File: config.mk
export PLATFORM = sky130hd
export DESIGN_NAME = line_pixel_rasterizer
export DESIGN_NICKNAME = d
export VERILOG_FILES = /design/src/design/lpr_pkg.sv /design/src/design/lpr_ctrl.sv /design/src/design/lpr_dp.sv /design/src/design/line_pixel_rasterizer.sv
export SDC_FILE = /design/constraint.sdc
export NUM_CORES = 1
export LEC_CHECK = 0
export BUFFER_PORTS_ARGS = -buffer_cell sky130_fd_sc_hd__buf_2
export CORE_ASPECT_RATIO = 0.75
export CORE_MARGIN = 2
export CORE_UTILIZATION = 30
export CTS_BUF_LIST = sky130_fd_sc_hd__clkbuf_8
export DETAILED_ROUTE_END_ITERATION = 12
export HOLD_SLACK_MARGIN = 0.15
export SKIP_LAST_GASP = 1
export SLEW_MARGIN = 20
export SYNTH_ARGS = -nofsm -noshare
export SYNTH_HDL_FRONTEND = slang
export SYNTH_SLANG_ARGS = --single-unit
export TNS_END_PERCENT = 10
File: constraint.sdc
create_clock -name clk_i -period 4.8 [get_ports clk_i]
set_input_delay 0.24 -clock clk_i [delete_from_list [all_inputs] [get_ports clk_i]]
set_output_delay 0.24 -clock clk_i [all_outputs]
set_load 0.005 [all_outputs]
File: src/design/lpr_pkg.sv
// Shared types and constants for the line pixel rasterizer.
// Used by lpr_ctrl, lpr_dp and line_pixel_rasterizer; no dependencies.
package lpr_pkg;

  localparam int unsigned CoordW = 4;

  typedef logic [CoordW-1:0] coord_t;

  // Signed step and remainder widths: one and two bits above a coordinate
  localparam int unsigned DeltaW = CoordW + 1;
  localparam int unsigned RemW   = CoordW + 2;

  typedef enum logic [0:0] {
    StIdle,
    StRun
  } lpr_state_e;

  // Controller to datapath
  typedef struct packed {
    logic load;     // take a new line from the input request
    logic advance;  // step to the next pixel
  } lpr_cmd_t;

  // Datapath to controller
  typedef struct packed {
    logic span_zero;  // incoming line has no pixels
    logic last;       // current pixel closes the run
  } lpr_status_t;

endpackage

File: src/design/lpr_ctrl.sv
// Controller for the line pixel rasterizer: idle/run state machine and handshakes.
// Depends on lpr_pkg.
module lpr_ctrl
  import lpr_pkg::*;
(
  input  logic        clk_i,
  input  logic        rst_ni,
  input  logic        s_tvalid_i,
  output logic        s_tready_o,
  output logic        m_tvalid_o,
  input  logic        m_tready_i,
  input  lpr_status_t status_i,
  output lpr_cmd_t    cmd_o
);

  lpr_state_e state_q, state_d;
  logic       take;
  logic       load;

  always_ff @(posedge clk_i or negedge rst_ni) begin
    if (!rst_ni) begin
      state_q <= StIdle;
    end else begin
      state_q <= state_d;
    end
  end

  always_comb begin
    m_tvalid_o = (state_q == StRun);
    take       = m_tvalid_o && m_tready_i;
    // take a new line as soon as the closing pixel leaves
    s_tready_o = (state_q == StIdle) || (take && status_i.last);
    load       = s_tvalid_i && s_tready_o;
    cmd_o.load    = load;
    cmd_o.advance = take && !status_i.last;
    state_d    = state_q;
    case (state_q)
      StIdle: begin
        if (load && !status_i.span_zero) begin
          state_d = StRun;
        end
      end
      StRun: begin
        if (take && status_i.last) begin
          state_d = (load && !status_i.span_zero) ? StRun : StIdle;
        end
      end
      default: state_d = StIdle;
    endcase
  end

  a_ready_rule: assert property (@(posedge clk_i) disable iff (!rst_ni)
    s_tready_o |-> (state_q == StIdle) || (m_tready_i && status_i.last))
    else $error("input ready while a line is still in progress");

  a_start_run: assert property (@(posedge clk_i) disable iff (!rst_ni)
    (load && !status_i.span_zero) |=> m_tvalid_o)
    else $error("non-empty line produced no pixel");

  a_end_run: assert property (@(posedge clk_i) disable iff (!rst_ni)
    (take && status_i.last && !s_tvalid_i) |=> !m_tvalid_o)
    else $error("pixel presented after the closing pixel");

endmodule

File: src/design/lpr_dp.sv
// Datapath for the line pixel rasterizer: endpoint setup and incremental minor-axis stepper.
// Depends on lpr_pkg.
module lpr_dp
  import lpr_pkg::*;
(
  input  logic        clk_i,
  input  logic        rst_ni,
  input  coord_t      start_column_i,
  input  coord_t      start_row_i,
  input  coord_t      end_column_i,
  input  coord_t      end_row_i,
  input  lpr_cmd_t    cmd_i,
  output lpr_status_t status_o,
  output coord_t      pixel_column_o,
  output coord_t      pixel_row_o
);

  // setup terms
  coord_t dc, dr, maj_s, maj_e, min_s, min_e, maj_lo, maj_hi, min_lo, min_hi, span;
  logic   col_major, swap;
  logic signed [DeltaW-1:0] delta;

  // run registers
  logic                     col_major_q;
  coord_t                   maj_q, maj_d;
  coord_t                   min_q, min_d;
  coord_t                   span_q;
  coord_t                   cnt_q, cnt_d;
  logic signed [DeltaW-1:0] delta_q;
  logic signed [RemW-1:0]   rem_q, rem_d;
  logic signed [RemW-1:0]   rem_sum, span_s;

  always_comb begin
    dc        = (start_column_i > end_column_i) ? start_column_i - end_column_i
                                                : end_column_i - start_column_i;
    dr        = (start_row_i > end_row_i) ? start_row_i - end_row_i
                                          : end_row_i - start_row_i;
    col_major = dc > dr;
    maj_s     = col_major ? start_column_i : start_row_i;
    maj_e     = col_major ? end_column_i   : end_row_i;
    min_s     = col_major ? start_row_i    : start_column_i;
    min_e     = col_major ? end_row_i      : end_column_i;
    swap      = maj_e < maj_s;
    maj_lo    = swap ? maj_e : maj_s;
    maj_hi    = swap ? maj_s : maj_e;
    min_lo    = swap ? min_e : min_s;
    min_hi    = swap ? min_s : min_e;
    span      = maj_hi - maj_lo;
    delta     = $signed({1'b0, min_hi}) - $signed({1'b0, min_lo});
  end

  // Remainder stays in [0, span); |delta| <= span, so one correction suffices
  always_comb begin
    span_s  = $signed({2'b00, span_q});
    rem_sum = rem_q + {delta_q[DeltaW-1], delta_q};
    rem_d   = rem_sum;
    min_d   = min_q;
    if (rem_sum >= span_s) begin
      rem_d = rem_sum - span_s;
      min_d = min_q + coord_t'(1);
    end else if (rem_sum < 0) begin
      rem_d = rem_sum + span_s;
      min_d = min_q - coord_t'(1);
    end
    maj_d = maj_q + coord_t'(1);
    cnt_d = cnt_q - coord_t'(1);
  end

  always_ff @(posedge clk_i or negedge rst_ni) begin
    if (!rst_ni) begin
      col_major_q <= 1'b0;
      maj_q       <= '0;
      min_q       <= '0;
      span_q      <= '0;
      cnt_q       <= '0;
      delta_q     <= '0;
      rem_q       <= '0;
    end else if (cmd_i.load) begin
      col_major_q <= col_major;
      maj_q       <= maj_lo;
      min_q       <= min_lo;
      span_q      <= span;
      cnt_q       <= span;
      delta_q     <= delta;
      rem_q       <= $signed({2'b00, span >> 1});
    end else if (cmd_i.advance) begin
      maj_q <= maj_d;
      min_q <= min_d;
      cnt_q <= cnt_d;
      rem_q <= rem_d;
    end
  end

  assign status_o.span_zero = (span == '0);
  assign status_o.last      = (cnt_q == coord_t'(1));
  assign pixel_column_o     = col_major_q ? maj_q : min_q;
  assign pixel_row_o        = col_major_q ? min_q : maj_q;

  a_rem_range: assert property (@(posedge clk_i) disable iff (!rst_ni)
    (rem_q >= 0) && ((span_q == '0) || (rem_q < $signed({2'b00, span_q}))))
    else $error("minor-axis remainder out of range");

  a_cnt_range: assert property (@(posedge clk_i) disable iff (!rst_ni)
    cnt_q <= span_q)
    else $error("pixel count exceeds span");

endmodule

File: src/design/line_pixel_rasterizer.sv
// Top level of the line pixel rasterizer: stream ports, controller and datapath.
// Depends on lpr_pkg, lpr_ctrl and lpr_dp.
//
// Each input request carries one line as two 4-bit endpoints; the block emits one output
// request per pixel, from the lower end on the major axis up to but excluding the upper
// end, with tlast on the final pixel. A line of span N (1 to 15) yields N pixels, one per
// cycle while the output is ready, and the next line is taken in the cycle its last
// pixel leaves. The rate is set by the single minor-axis stepper, which adds the slope
// to a remainder and corrects it once per pixel. A line whose endpoints coincide on the
// major axis produces no output.
module line_pixel_rasterizer
  import lpr_pkg::*;
(
  input  logic        clk_i,
  input  logic        rst_ni,
  input  logic        s_axis_tvalid,
  output logic        s_axis_tready,
  input  logic [15:0] s_axis_tdata,  // start_column, start_row, end_column, end_row
  output logic        m_axis_tvalid,
  input  logic        m_axis_tready,
  output logic [7:0]  m_axis_tdata,  // pixel_column, pixel_row
  output logic        m_axis_tlast   // last_pixel
);

  lpr_cmd_t    cmd;
  lpr_status_t status;
  coord_t      pixel_column, pixel_row;

  lpr_ctrl u_ctrl (
    .clk_i      (clk_i),
    .rst_ni     (rst_ni),
    .s_tvalid_i (s_axis_tvalid),
    .s_tready_o (s_axis_tready),
    .m_tvalid_o (m_axis_tvalid),
    .m_tready_i (m_axis_tready),
    .status_i   (status),
    .cmd_o      (cmd)
  );

  lpr_dp u_dp (
    .clk_i          (clk_i),
    .rst_ni         (rst_ni),
    .start_column_i (s_axis_tdata[3:0]),
    .start_row_i    (s_axis_tdata[7:4]),
    .end_column_i   (s_axis_tdata[11:8]),
    .end_row_i      (s_axis_tdata[15:12]),
    .cmd_i          (cmd),
    .status_o       (status),
    .pixel_column_o (pixel_column),
    .pixel_row_o    (pixel_row)
  );

  assign m_axis_tdata = {pixel_row, pixel_column};
  assign m_axis_tlast = status.last;

endmodule

Yosys cells after proc, flatten, opt, wreduce, memory -nomap -nowiden:

Index checks and enable logic that the tools add are counted.

* word-level logic and storage cells: 68
* flip-flop bits (word level): 29
* bits of input ports: 20

* reductions and logical operators: 12
* muxes and demuxes: 27
* add/sub/neg operators: 13
* eq/ne operators: 1
* magnitude comparators: 6
* bitwise logic cells: 1

Operators by type and width (count)
* 2-to-1 mux 4 bit: 20
* 2-to-1 mux 6 bit: 4
* subtractor 4 bit: 5
* > comparator 4 bit: 3
* adder 4 x 1 -> 4 bit (second input constant): 2
* subtractor 4 x 1 -> 4 bit (second input constant): 2
* adder 6 x 5 -> 6 bit: 1
* adder 6 bit: 1
* greater-or-equal comparator 6 x 5 -> 1 bit: 1
* less-than comparator 6 x 1 -> 1 bit (second input constant): 1
* subtractor 6 x 5 -> 6 bit: 1
* logical AND 1 bit: 5
* subtractor 4 x 4 -> 5 bit: 1
* == test 4 x 1 -> 1 bit (second input constant): 1
* zero test 4 bit: 1
* less-than comparator 4 bit: 1
* nonzero test 3 bit: 1
* zero test 1 bit: 2
* 2-to-1 mux 1 bit: 2
* one-hot mux 1 bit (2 select lines): 1
* AND reduction 2 bit: 1
* nonzero test 2 bit: 1
* logical OR 1 bit: 1
* inverter 1 bit: 1

Depth between registers and ports, before layout:

Gate-level depths: netlist of the first run.

* depth after elaboration: 13
* mapped depth: 34
* depth with buffers taken out: 30

Hierarchy:

From an unflattened synthesis of the first run, not the netlist that was laid out.

* cells, all modules: 436
* area, all modules: 3691.0 um2

By module, submodules not included
* lpr_dp: cells an instance 429, times used 1, area an instance 3623.5 um2, sequential area each 700.7 um2
* lpr_ctrl: cells an instance 7, times used 1, area an instance 67.6 um2, sequential area each 25.0 um2

Least setup slack after synthesis of the first run:

OpenSTA, ideal clock, no wires.

* path type: input to register
* start: input s_axis_tdata[0]
* end: register u_ctrl.state_q (netlist: u_ctrl.m_tvalid_o)
* library setup time: 134 ps
* data required time: 4666 ps
* stages on the path: 28
* slack: -1480 ps
* arrival time: 6146 ps
* cells stage by stage: inv_1 -> ha_1 -> fa_1 -> inv_1 -> a21o_1 -> a21oi_1 -> a41oi_1 -> mux2i_1 -> xor2_1 -> ha_1 -> and4_1 -> a21oi_4 -> clkbuf_1 -> clkbuf_1 -> o21ai_0 -> ha_1 -> inv_1 -> nand2_1 -> a21o_1 -> o311ai_4 -> buf_6 -> buf_4 -> mux2_1 -> ha_1 -> or4b_2 -> nor3_1 -> nand4b_1 -> o211ai_1

* word-level cells in the longest chain between the ends: 13
* elaborated cells on any way between the ends: 17
* classes of those cells: add/sub (3); order compare (3); mux (8); reduce/logical (3)

Ends and longest elaborated chain
* start, declared: RTL line line_pixel_rasterizer.sv:18 `input logic [15:0] s_axis_tdata,`
* subtractor 4 bit (tied with other cells): RTL line lpr_dp.sv:35 `: end_column_i - start_column_i;`
* 2-to-1 mux 4 bit: RTL line lpr_dp.sv:34 `dc = (start_column_i > end_column_i) ? start_column_i - end_column_i`
* > comparator 4 bit: RTL line lpr_dp.sv:38 `col_major = dc > dr;`
* 2-to-1 mux 4 bit, on equally long branches: RTL line lpr_dp.sv:40, lpr_dp.sv:39
* less-than comparator 4 bit: RTL line lpr_dp.sv:43 `swap = maj_e < maj_s;`
* 2-to-1 mux 4 bit, on equally long branches: RTL line lpr_dp.sv:45, lpr_dp.sv:44
* subtractor 4 bit (*): RTL line lpr_dp.sv:48 `span = maj_hi - maj_lo;`
* via u_dp.span[1]: RTL line lpr_dp.sv:19 `coord_t dc, dr, maj_s, maj_e, min_s, min_e, maj_lo, maj_hi, min_lo, min_hi, span;`
* zero test 4 bit (*): RTL line lpr_dp.sv:94 `assign status_o.span_zero = (span == '0);`
* zero test 1 bit (*): RTL line lpr_ctrl.sv:39, lpr_ctrl.sv:45
* logical AND 1 bit (*): RTL line lpr_ctrl.sv:39, lpr_ctrl.sv:45
* 2-to-1 mux 1 bit (*): RTL line lpr_ctrl.sv:39, lpr_ctrl.sv:45
* 2-to-1 mux 1 bit: RTL line lpr_ctrl.sv:44 `if (take && status_i.last) begin`
* one-hot mux 1 bit (2 select lines) (*): RTL line lpr_ctrl.sv:37 `case (state_q)`
* via u_ctrl.state_d: RTL line lpr_ctrl.sv:16 `lpr_state_e state_q, state_d;`
* end signal, assigned: RTL line lpr_ctrl.sv:22 `state_q <= StIdle;`
* end signal, assigned: RTL line lpr_ctrl.sv:24 `state_q <= state_d;`
* end, declared: RTL line lpr_ctrl.sv:16

The timed path passes the listed nets; every way through them passes the cells marked *.
A chain may end at the register's enable or synchronous reset.

Worst setup path after layout of the first run:

* start: input s_axis_tdata[4]
* end: register u_ctrl.state_q (netlist: u_ctrl.m_tvalid_o)

* word-level cells in the longest chain between the ends: 13
* elaborated cells on any way between the ends: 17
* classes of those cells: add/sub (3); order compare (3); mux (8); reduce/logical (3)

Ends and longest elaborated chain
* subtractor 4 bit (tied with other cells): RTL line lpr_dp.sv:37 `: end_row_i - start_row_i;`
* 2-to-1 mux 4 bit: RTL line lpr_dp.sv:36 `dr = (start_row_i > end_row_i) ? start_row_i - end_row_i`
* > comparator 4 bit: RTL line lpr_dp.sv:38
* 2-to-1 mux 4 bit, on equally long branches: RTL line lpr_dp.sv:40, lpr_dp.sv:39
* less-than comparator 4 bit: RTL line lpr_dp.sv:43
* 2-to-1 mux 4 bit, on equally long branches: RTL line lpr_dp.sv:45, lpr_dp.sv:44
* subtractor 4 bit (*): RTL line lpr_dp.sv:48
* via u_dp.span[1]: RTL line lpr_dp.sv:19
* zero test 4 bit (*): RTL line lpr_dp.sv:94
* zero test 1 bit (*): RTL line lpr_ctrl.sv:39, lpr_ctrl.sv:45
* logical AND 1 bit (*): RTL line lpr_ctrl.sv:39, lpr_ctrl.sv:45
* 2-to-1 mux 1 bit (*): RTL line lpr_ctrl.sv:39, lpr_ctrl.sv:45
* 2-to-1 mux 1 bit: RTL line lpr_ctrl.sv:44
* one-hot mux 1 bit (2 select lines) (*): RTL line lpr_ctrl.sv:37
* via u_ctrl.state_d: RTL line lpr_ctrl.sv:16

Marked as above.

==> results.sh, run 1 <==
export IMPL_status="complete, but fails checks"
export IMPL_violations="negative setup slack"
export IMPL_hold_depth=3
export IMPL_finClkSkew_ns=0.00961
export IMPL_clk_pin_slew_worst_paths_ns=0.07
export IMPL_worst_pin_slew_ns=1.01
export IMPL_worst_slack_ns=-0.405
export IMPL_post_dp_hpwl_um=7870
export IMPL_io_buffers=30
export IMPL_yosys_warnings=0
export IMPL_avgSynthCellArea_sq_um=8.56
export IMPL_reg2reg_depth=17
export IMPL_yosysTopAreaCell="dfrtp_1"
export IMPL_synth_top_cell_area_share=0.206
export IMPL_post_place_ws_ns=-0.748
export IMPL_grt_ovfl_total=0
export IMPL_antenna_found_initial=0
export IMPL_syn_nets=486
export IMPL_h_tree_depth=2
export IMPL_syn_cell_area_sq_um=3530
export IMPL_synthCells=412
export IMPL_ant_nets=0
export IMPL_crit_path_end_kind="register"
export IMPL_grt_pass1_wl_um=16700
export IMPL_gp_congestion=0.903
export IMPL_hold_viol=0
export IMPL_drt_iter0_drc=188
export IMPL_die_height_um=97.9
export IMPL_ys_async_sr_fraction=1.00
export IMPL_r2r_start="u_dp.rem_q[1]$_DFFE_PN0P_"
export IMPL_grt_pass1_vias=3403
export IMPL_synth_distinct_cells=59
export IMPL_cts_root_buf="clkbuf_8"
export IMPL_crit_type="input port to register"
export IMPL_synth_edf_count=0
export IMPL_fin_tns_setup_ns=-3.04
export IMPL_cts_buffers=5
export IMPL_first_pass_iters=4
export IMPL_grt_setup_unrepaired="true"
export IMPL_diodes=0
export IMPL_grt_usage=0.164
export IMPL_yosysSeqAreaShare=0.206
export IMPL_critPathRequiredTime_ns=4.95
export IMPL_placed_cell_area_sq_um=4530
export IMPL_stdcell_area_sq_um=4900
export IMPL_wl_per_cell_um=14.6
export IMPL_worstHoldPathType="input port to register"
export IMPL_worstSkewPairLatency_ns=0.28
export IMPL_clock_sinks=29
export IMPL_dieArea_sq_um=12700
export IMPL_core_sq_um=11500
export IMPL_critPathLaunch="s_axis_tdata[4]"
export IMPL_min_period_ns=5.20
export IMPL_num_rows=34
export IMPL_synth_ff_type="dfrtp_1"
export IMPL_final_net_count=604
export IMPL_relSlewSlack=0.322
export IMPL_vias=3406
export IMPL_setup_viol=12
export IMPL_final_cell_mix="buf_4 (88), inv_1 (41), ha_1 (38), nand2_1 (36), nor2_1 (30)"
export IMPL_fin_crit_sh=1.08
export IMPL_viasPerCell=4.91
export IMPL_max_cap_violations=0
export IMPL_drc=0
export IMPL_start_kind="input port"
export IMPL_slew_violations=0
export IMPL_die_width_um=129
export IMPL_layout_commonest_cell="buf_4"
export IMPL_worstPathArrival_ns=5.36
export IMPL_area_growth_pct=38.9
export IMPL_synth_area_leaders="dfrtp_1 (21%), ha_1 (16%), mux2i_1 (7.1%), fa_1 (5.1%), a21oi_1 (4.5%)"
export IMPL_initial_core_util=0.306
export IMPL_pin_count=31
export IMPL_hp_start="s_axis_tvalid"
export IMPL_fmax_ghz=0.192
export IMPL_synth_seq_cells=29
export IMPL_wirelength_um=10100
export IMPL_cts_tree="done"
export IMPL_clockBufferDepth=2
export IMPL_grt_max_degree=31
export IMPL_drive_above_1_share=0.345
export IMPL_crit_path_max_fanout=4
-- synth_stat cells, types with 11 or more instances --
library cell	instances
nor2_1	30
ha_1	45
mux2_2	11
xnor2_1	12
dfrtp_1	29
a21oi_1	32
mux2i_1	25
xor2_1	14
nand2_1	38
o21ai_0	19
inv_1	42
a21o_1	11
-- cells by family (layout without fill, tap and decap cells) --
family          count (synthesis)  after routing  synth area share
xor+xnor                       26             26            0.0645
flops                          29             29             0.206
fa+ha+maj                      54             54             0.211
mux                            38             38             0.112
compound gates                112            113             0.218
buf+inv                        56            174            0.0631
simple gates                   97             97             0.126
-- final cells by class --
type / count / area, sq um
clock buffers: 5 / 68.8
clock inverters: 3 / 11.3
fillers: 1116 / 6630
inverters: 42 / 178
multi-input cells: 328 / 2800
flip-flops and latches: 29 / 726
well taps: 162 / 203
repair buffers: 124 / 916
-- routing by layer --
layer  GRT usage  vias to the layer above  share of wire
met5           0                        -              0
met4      0.0301                        0         0.0090
met3      0.0268                        6          0.035
met2       0.267                       49           0.47
met1       0.230                     1653           0.49
li1            -                     1698              -
-- critical path, cell delays in order --
cell	delay [ns]
buf_6	0.10
inv_4	0.05
ha_4	0.13
inv_4	0.03
fa_2	0.39
a21o_1	0.19
a21oi_2	0.12
a41oi_2	0.08
mux2i_1	0.18
xnor2_1	0.28
ha_2	0.37
and4_4	0.22
a21oi_4	0.17
buf_12	0.15
buf_6	0.11
mux2_4	0.32
ha_4	0.26
inv_4	0.07
nand2_4	0.05
o311ai_4	0.35
mux2_4	0.36
ha_4	0.24
or4b_4	0.48
nor3_2	0.16
nand4b_1	0.14
o211ai_1	0.10
-- final timing paths --
| path | endpoint | slack, ns |
|---|---|---|
| max reg2reg | u_dp.min_q[3]$_DFFE_PN0P_ | 0.98 |
| max in group asynchronous | u_dp.min_q[2]$_DFFE_PN0P_ | 3.83 |
| min in group asynchronous | u_dp.span_q[2]$_DFFE_PN0P_ | 0.53 |
| min reg2reg | u_dp.delta_q[0]$_DFFE_PN0P_ | 0.51 |
| min | u_ctrl.m_tvalid_o$_DFF_PN0_ | 0.29 |
| max | u_ctrl.m_tvalid_o$_DFF_PN0_ | -0.40 |
-- flip-flops by register name, indices dropped and copies added (netlist names) --
signal,cells
u_dp.span_q,4
u_dp.min_q,4
u_dp.col_major_q,1
u_dp.maj_q,4
u_ctrl.m_tvalid_o,1
u_dp.cnt_q,4
u_dp.rem_q,6
u_dp.delta_q,5
-- repair_timing --
item	4_1_cts	5_1_grt
gates resized for setup	16	17
endpoints found under the setup margin	12	19
setup buffers	10	6
pin swaps	8	17
hold endpoints to repair	29	0
hold buffers	1	0
cloned	2	0
-- through the flow --
stage,hold WS (ns),instances,util
floorplan,-0.0556,412,-
global placement,0.293,667,0.393
detailed placement,0.295,667,0.393
CTS,0.285,688,0.416
global route,0.319,693,0.425
finish,0.290,693,0.425
Power of run 1 is left out: the tool's default activity adds up to more than one toggle a clock period on the data nets, which glitch-free logic cannot reach.
==> run 2, diff against run 1 <==
--- a/config.mk
+++ b/config.mk
@@ -9,7 +9,7 @@
 export CORE_ASPECT_RATIO = 0.75
 export CORE_MARGIN = 2
 export CORE_UTILIZATION = 30
-export CTS_BUF_LIST = sky130_fd_sc_hd__clkbuf_8
+export CTS_BUF_LIST = sky130_fd_sc_hd__clkbuf_4
 export DETAILED_ROUTE_END_ITERATION = 12
 export HOLD_SLACK_MARGIN = 0.15
 export SKIP_LAST_GASP = 1
==> run 2 against run 1 <==
- clock-buffer cell count up 3
- cell count unchanged
- routed wire length down 0.27%
- critical endpoint unchanged
- critical path depth unchanged
- die area unchanged
- the flow still finishes with violations (negative setup slack)
- critical path type unchanged
- sequential share of layout area up 0.061 points
- non-clock buffer count unchanged
- sequential cell count unchanged
- fmax up 1.1%
- worst setup slack better by 0.058 ns
==> results.sh, run 2 (same netlist as run 1, synthesis figures left out) <==
export IMPL_cts_buffers=5
export IMPL_crit_type="input port to register"
export IMPL_worstHoldPathType="input port to register"
export IMPL_grt_ovfl_total=0
export IMPL_crit_path_max_fanout=4
export IMPL_cts_tree="done"
export IMPL_pin_count=31
export IMPL_crit_path_end_kind="register"
export IMPL_start_kind="input port"
export IMPL_hp_start="s_axis_tvalid"
export IMPL_final_cell_mix="buf_4 (88), inv_1 (38), ha_1 (38), nand2_1 (36), nor2_1 (30)"
export IMPL_timing_hold_ws_ns=0.227
export IMPL_viasPerCell=4.89
export IMPL_area_growth_pct=38.4
export IMPL_clk_pin_slew_worst_paths_ns=0.11
export IMPL_fin_crit_sh=1.07
export IMPL_drc=0
export IMPL_worstPathArrival_ns=5.36
export IMPL_cts_root_buf="clkbuf_4"
export IMPL_layout_commonest_cell="buf_4"
export IMPL_reg2reg_depth=15
export IMPL_min_period_ns=5.15
export IMPL_status="complete, but fails checks"
export IMPL_max_cap_violations=0
export IMPL_clock_sinks=29
export IMPL_hold_viol=0
export IMPL_gr_max_usage_layer="met2"
export IMPL_grt_pass1_vias=3417
export IMPL_slew_violations=0
export IMPL_critPathLaunch="s_axis_tdata[4]"
export IMPL_core_sq_um=11500
export IMPL_rr_endpoint="u_dp.min_q[3]$_DFFE_PN0P_"
export IMPL_dieArea_sq_um=12700
export IMPL_worst_pin_slew_ns=1.01
export IMPL_violations="negative setup slack"
export IMPL_worst_slack_ns=-0.347
export IMPL_antenna_found_initial=0
export IMPL_die_width_um=129
export IMPL_vias=3390
export IMPL_relSlewSlack=0.322
export IMPL_setup_viol=12
export IMPL_holdPathEnd="u_ctrl.m_tvalid_o$_DFF_PN0_"
export IMPL_drt_iter0_drc=190
export IMPL_largest_register_ffs=6
export IMPL_initial_core_util=0.306
export IMPL_worstSkewPairLatency_ns=0.33
export IMPL_first_pass_iters=5
export IMPL_post_dp_hpwl_um=7870
export IMPL_top_register="u_dp.rem_q"
export IMPL_dp_cells=667
export IMPL_io_buffers=30
export IMPL_gp_congestion=0.903
export IMPL_largest_registers="u_dp.rem_q: 6 flops, u_dp.delta_q: 5 flops"
export IMPL_met2_usage=0.266
export IMPL_finClkSkew_ns=0.0191
export IMPL_critPathRequiredTime_ns=5.01
export IMPL_hold_depth=3
export IMPL_diodes=0
export IMPL_fin_tns_setup_ns=-2.43
export IMPL_r2r_start="u_dp.delta_q[0]$_DFFE_PN0P_"
export IMPL_grt_usage=0.163
export IMPL_ant_nets=0
export IMPL_h_tree_depth=2
export IMPL_grt_pass1_wl_um=16700
export IMPL_die_height_um=97.9
export IMPL_wl_per_cell_um=14.5
export IMPL_num_rows=34
export IMPL_met3_usage=0.0268
export IMPL_worst_r2r_setup_slack_ns=0.97
export IMPL_clockBufferDepth=2
export IMPL_met1_usage=0.229
export IMPL_fin_util=0.423
export IMPL_grt_max_degree=31
export IMPL_fmax_ghz=0.194
export IMPL_grt_setup_unrepaired="true"
export IMPL_drive_above_1_share=0.350
export IMPL_final_net_count=604
export IMPL_wirelength_um=10100
export IMPL_finalNonFillerCells=693
[run 2: layer usage]
layer,up-vias,wire [um]
li1,1701,-
met4,0,78
met5,-,0
met3,8,333
met1,1627,4940
met2,54,4720
[run 2: through the flow]
stage / setup WS (ns) / area [sq um]
after floorplan: -0.595 / 3670
after global placement: -0.625 / 4530
after detailed placement: -0.748 / 4530
after CTS: -0.233 / 4780
after global routing: -0.529 / 4880
final: -0.347 / 4880
[run 2: cell type report]
class	count	area, sq um
Fill cell	1109	6650
Multi-Input combinational cell	328	2800
Timing Repair Buffer	124	916
Sequential cell	29	726
Tap cell	162	203
Inverter	42	178
Clock buffer	8	60.1
[run 2: worst max-delay path, stage by stage]
cell      delay, ns
buf_6          0.10
inv_4          0.05
ha_4           0.13
inv_4          0.03
fa_2           0.39
a21o_1         0.19
a21oi_2        0.12
a41oi_2        0.08
mux2i_1        0.18
xnor2_1        0.28
ha_2           0.37
and4_4         0.22
a21oi_4        0.17
buf_12         0.15
buf_6          0.11
mux2_4         0.32
ha_4           0.26
inv_4          0.07
nand2_4        0.05
o311ai_4       0.35
mux2_4         0.36
ha_4           0.24
or4b_4         0.48
nor3_2         0.16
nand4b_1       0.14
o211ai_1       0.10
[run 2: worst max-delay path by stage]
| stage | to | slack [ns] | cells past startpoint |
|---|---|---|---|
| floorplan | u_ctrl.m_tvalid_o$_DFF_PN0_ | -0.60 | 29 |
| global placement | u_dp.delta_q[4]$_DFFE_PN0P_ | -0.63 | 29 |
| detailed placement | u_ctrl.m_tvalid_o$_DFF_PN0_ | -0.75 | 28 |
| CTS | u_dp.delta_q[4]$_DFFE_PN0P_ | -0.23 | 30 |
| global route | u_dp.delta_q[4]$_DFFE_PN0P_ | -0.53 | 30 |
| finish | u_ctrl.m_tvalid_o$_DFF_PN0_ | -0.35 | 26 |
[run 2: what timing repair did]
item / in CTS / in global routing
gates resized for setup: 16 / 17
hold buffers: 1 / 0
pin swaps: 8 / 17
buffers inserted: 10 / 6
cloned: 2 / 0
endpoints found under the setup margin: 12 / 19
endpoints found under the hold margin: 29 / 0
Power of run 2 is left out for the same reason.
==> run 3, diff against run 2 <==
--- a/config.mk
+++ b/config.mk
@@ -12,6 +12,7 @@
 export CTS_BUF_LIST = sky130_fd_sc_hd__clkbuf_4
 export DETAILED_ROUTE_END_ITERATION = 12
 export HOLD_SLACK_MARGIN = 0.15
+export PLACE_DENSITY = 0.45
 export SKIP_LAST_GASP = 1
 export SLEW_MARGIN = 20
 export SYNTH_ARGS = -nofsm -noshare
==> run 3 against run 2 <==
- the flow still finishes with violations (negative setup slack)
- sequential cell count is the same
- global-route usage grew 0.93 points
- cell area grew 2.5%
- worst setup slack lost 0.078 ns
- cell count shrank 0.29%
- clock skew shrank 0.0058 ns
- critical path depth grew 6
- hold slack lost 0.010 ns
==> results.sh, run 3 (same netlist as run 1, synthesis figures left out) <==
export IMPL_status="complete, but fails checks"
export IMPL_violations="negative setup slack"
export IMPL_timing_hold_ws_ns=0.216
export IMPL_final_cell_mix="buf_4 (83), inv_1 (36), nand2_1 (36), ha_1 (36), dfrtp_1 (29)"
export IMPL_grt_ovfl_total=0
export IMPL_diodes=0
export IMPL_hold_viol=0
export IMPL_first_pass_iters=4
export IMPL_cts_root_buf="clkbuf_4"
export IMPL_core_sq_um=11500
export IMPL_worstPathArrival_ns=5.40
export IMPL_start_kind="input port"
export IMPL_wl_per_cell_um=15.3
export IMPL_worst_slack_ns=-0.425
export IMPL_fin_crit_sh=1.09
export IMPL_critPathMaxStageDelay_ns=0.37
export IMPL_largest_register_ffs=6
export IMPL_viasPerCell=4.86
export IMPL_slew_violations=0
export IMPL_crit_path_max_fanout=5
export IMPL_worst_r2r_setup_slack_ns=0.98
export IMPL_max_cap_violations=0
export IMPL_worst_pin_slew_ns=1.07
export IMPL_fillers=1136
export IMPL_cts_buffers=5
export IMPL_critPathLaunch="s_axis_tdata[0]"
export IMPL_clk_pin_slew_worst_paths_ns=0.10
export IMPL_drive_above_1_share=0.369
export IMPL_gp_congestion=0.842
export IMPL_crit_end="u_dp.delta_q[3]$_DFFE_PN0P_"
export IMPL_final_net_count=603
export IMPL_drt_iter0_drc=133
export IMPL_rr_endpoint="u_dp.min_q[3]$_DFFE_PN0P_"
export IMPL_grt_setup_unrepaired="true"
export IMPL_wirelength_um=10500
export IMPL_relSlewSlack=0.286
export IMPL_die_width_um=129
export IMPL_grt_max_degree=31
export IMPL_io_buffers=30
export IMPL_finClkSkew_ns=0.0133
export IMPL_worstSkewPairLatency_ns=0.33
export IMPL_vias=3361
export IMPL_h_tree_depth=2
export IMPL_dieArea_sq_um=12700
export IMPL_die_height_um=97.9
export IMPL_grt_usage=0.172
export IMPL_r2r_start="u_dp.rem_q[0]$_DFFE_PN0P_"
export IMPL_largest_registers="u_dp.rem_q: 6 flops, u_dp.delta_q: 5 flops"
export IMPL_num_rows=34
export IMPL_drc=0
export IMPL_grt_pass1_vias=3354
export IMPL_critPathRequiredTime_ns=4.97
export IMPL_grt_pass1_wl_um=17400
export IMPL_post_place_ws_ns=-0.785
export IMPL_area_growth_pct=41.8
export IMPL_top_register="u_dp.rem_q"
export IMPL_reg2reg_depth=15
export IMPL_ant_nets=0
export IMPL_fmax_ghz=0.191
export IMPL_clock_sinks=29
export IMPL_cts_tree="done"
export IMPL_crit_path_top_delay_cell="fa_2"
export IMPL_min_period_ns=5.22
export IMPL_crit_type="input port to register"
export IMPL_worstHoldPathType="input port to register"
export IMPL_post_dp_hpwl_um=8280
export IMPL_pin_count=31
export IMPL_setup_viol=13
export IMPL_layout_commonest_cell="buf_4"
export IMPL_clockBufferDepth=2
export IMPL_antenna_found_initial=0
export IMPL_crit_path_end_kind="register"
export IMPL_initial_core_util=0.306
==> run 3: cell count changes in the layout (fill, tap and decap cells not counted), sizes merged <==
cell	delta
clkbuf	-2
clkinv	+1
a21oi	-1
==> run 3: area by class of cell <==
cell class | instances | area, sq um | area share
multi-input combinational | 327 | 2900 | 0.580
inverter | 42 | 175 | 0.0350
timing repair buffer | 124 | 950 | 0.190
clock inverter | 1 | 3.75 | 0.000750
tap | 162 | 203 | 0.0405
clock buffer | 6 | 45.0 | 0.00900
sequential | 29 | 726 | 0.145
==> run 3: metrics by stage <==
stage                      util  TNS, ns  instance area, sq um  std cells
after detailed placement  0.391    -9.52                  4510        666
after floorplan               -    -2.87                  3670        412
after global routing      0.434    -7.09                  5000        691
after CTS                 0.432    -1.82                  4980        693
final                     0.434    -3.20                  5000        691
after global placement    0.391    -7.56                  4510        666
==> run 3: worst max-delay path: cells and delay by family <==
family / cells / cell delay, ns
AND/OR/NAND/NOR: 3 / 0.48
multiplexers: 3 / 0.69
buffers and inverters: 8 / 0.89
AO/OA/AOI/OAI: 11 / 1.57
adder cells (fa/ha/maj): 5 / 1.27
XOR/XNOR: 2 / 0.25
==> run 3: worst min-delay path by stage <==
| stage | from | to | slack [ns] | cells after the start |
|---|---|---|---|---|
| finish | s_axis_tvalid | u_ctrl.m_tvalid_o$_DFF_PN0_ | 0.22 | 3 |
| global placement | rst_ni | u_dp.span_q[2]$_DFFE_PN0P_ | 0.32 | 1 |
| CTS | s_axis_tvalid | u_ctrl.m_tvalid_o$_DFF_PN0_ | 0.21 | 3 |
| detailed placement | rst_ni | u_dp.cnt_q[2]$_DFFE_PN0P_ | 0.32 | 1 |
| floorplan | rst_ni | u_ctrl.m_tvalid_o$_DFF_PN0_ | -0.06 | 0 |
| global route | s_axis_tvalid | u_ctrl.m_tvalid_o$_DFF_PN0_ | 0.24 | 3 |
==> run 3: what timing repair did <==
action                                 CTS  global route
setup buffers                           17             1
endpoints found under the hold margin   29             0
gates resized for setup                 48            14
hold buffers                             1             0
setup endpoints to repair               14            19
pin swaps                               31            22
cloned                                   2             0
==> run 3: metal layers <==
layer | vias up | wire (um) | track usage
li1 | 1689 | - | -
met1 | 1607 | 5670 | 0.275
met2 | 63 | 4380 | 0.247
met3 | 2 | 488 | 0.0236
met4 | 0 | 8 | 0.0259
met5 | - | 0 | 0
Power of run 3 is left out for the same reason.
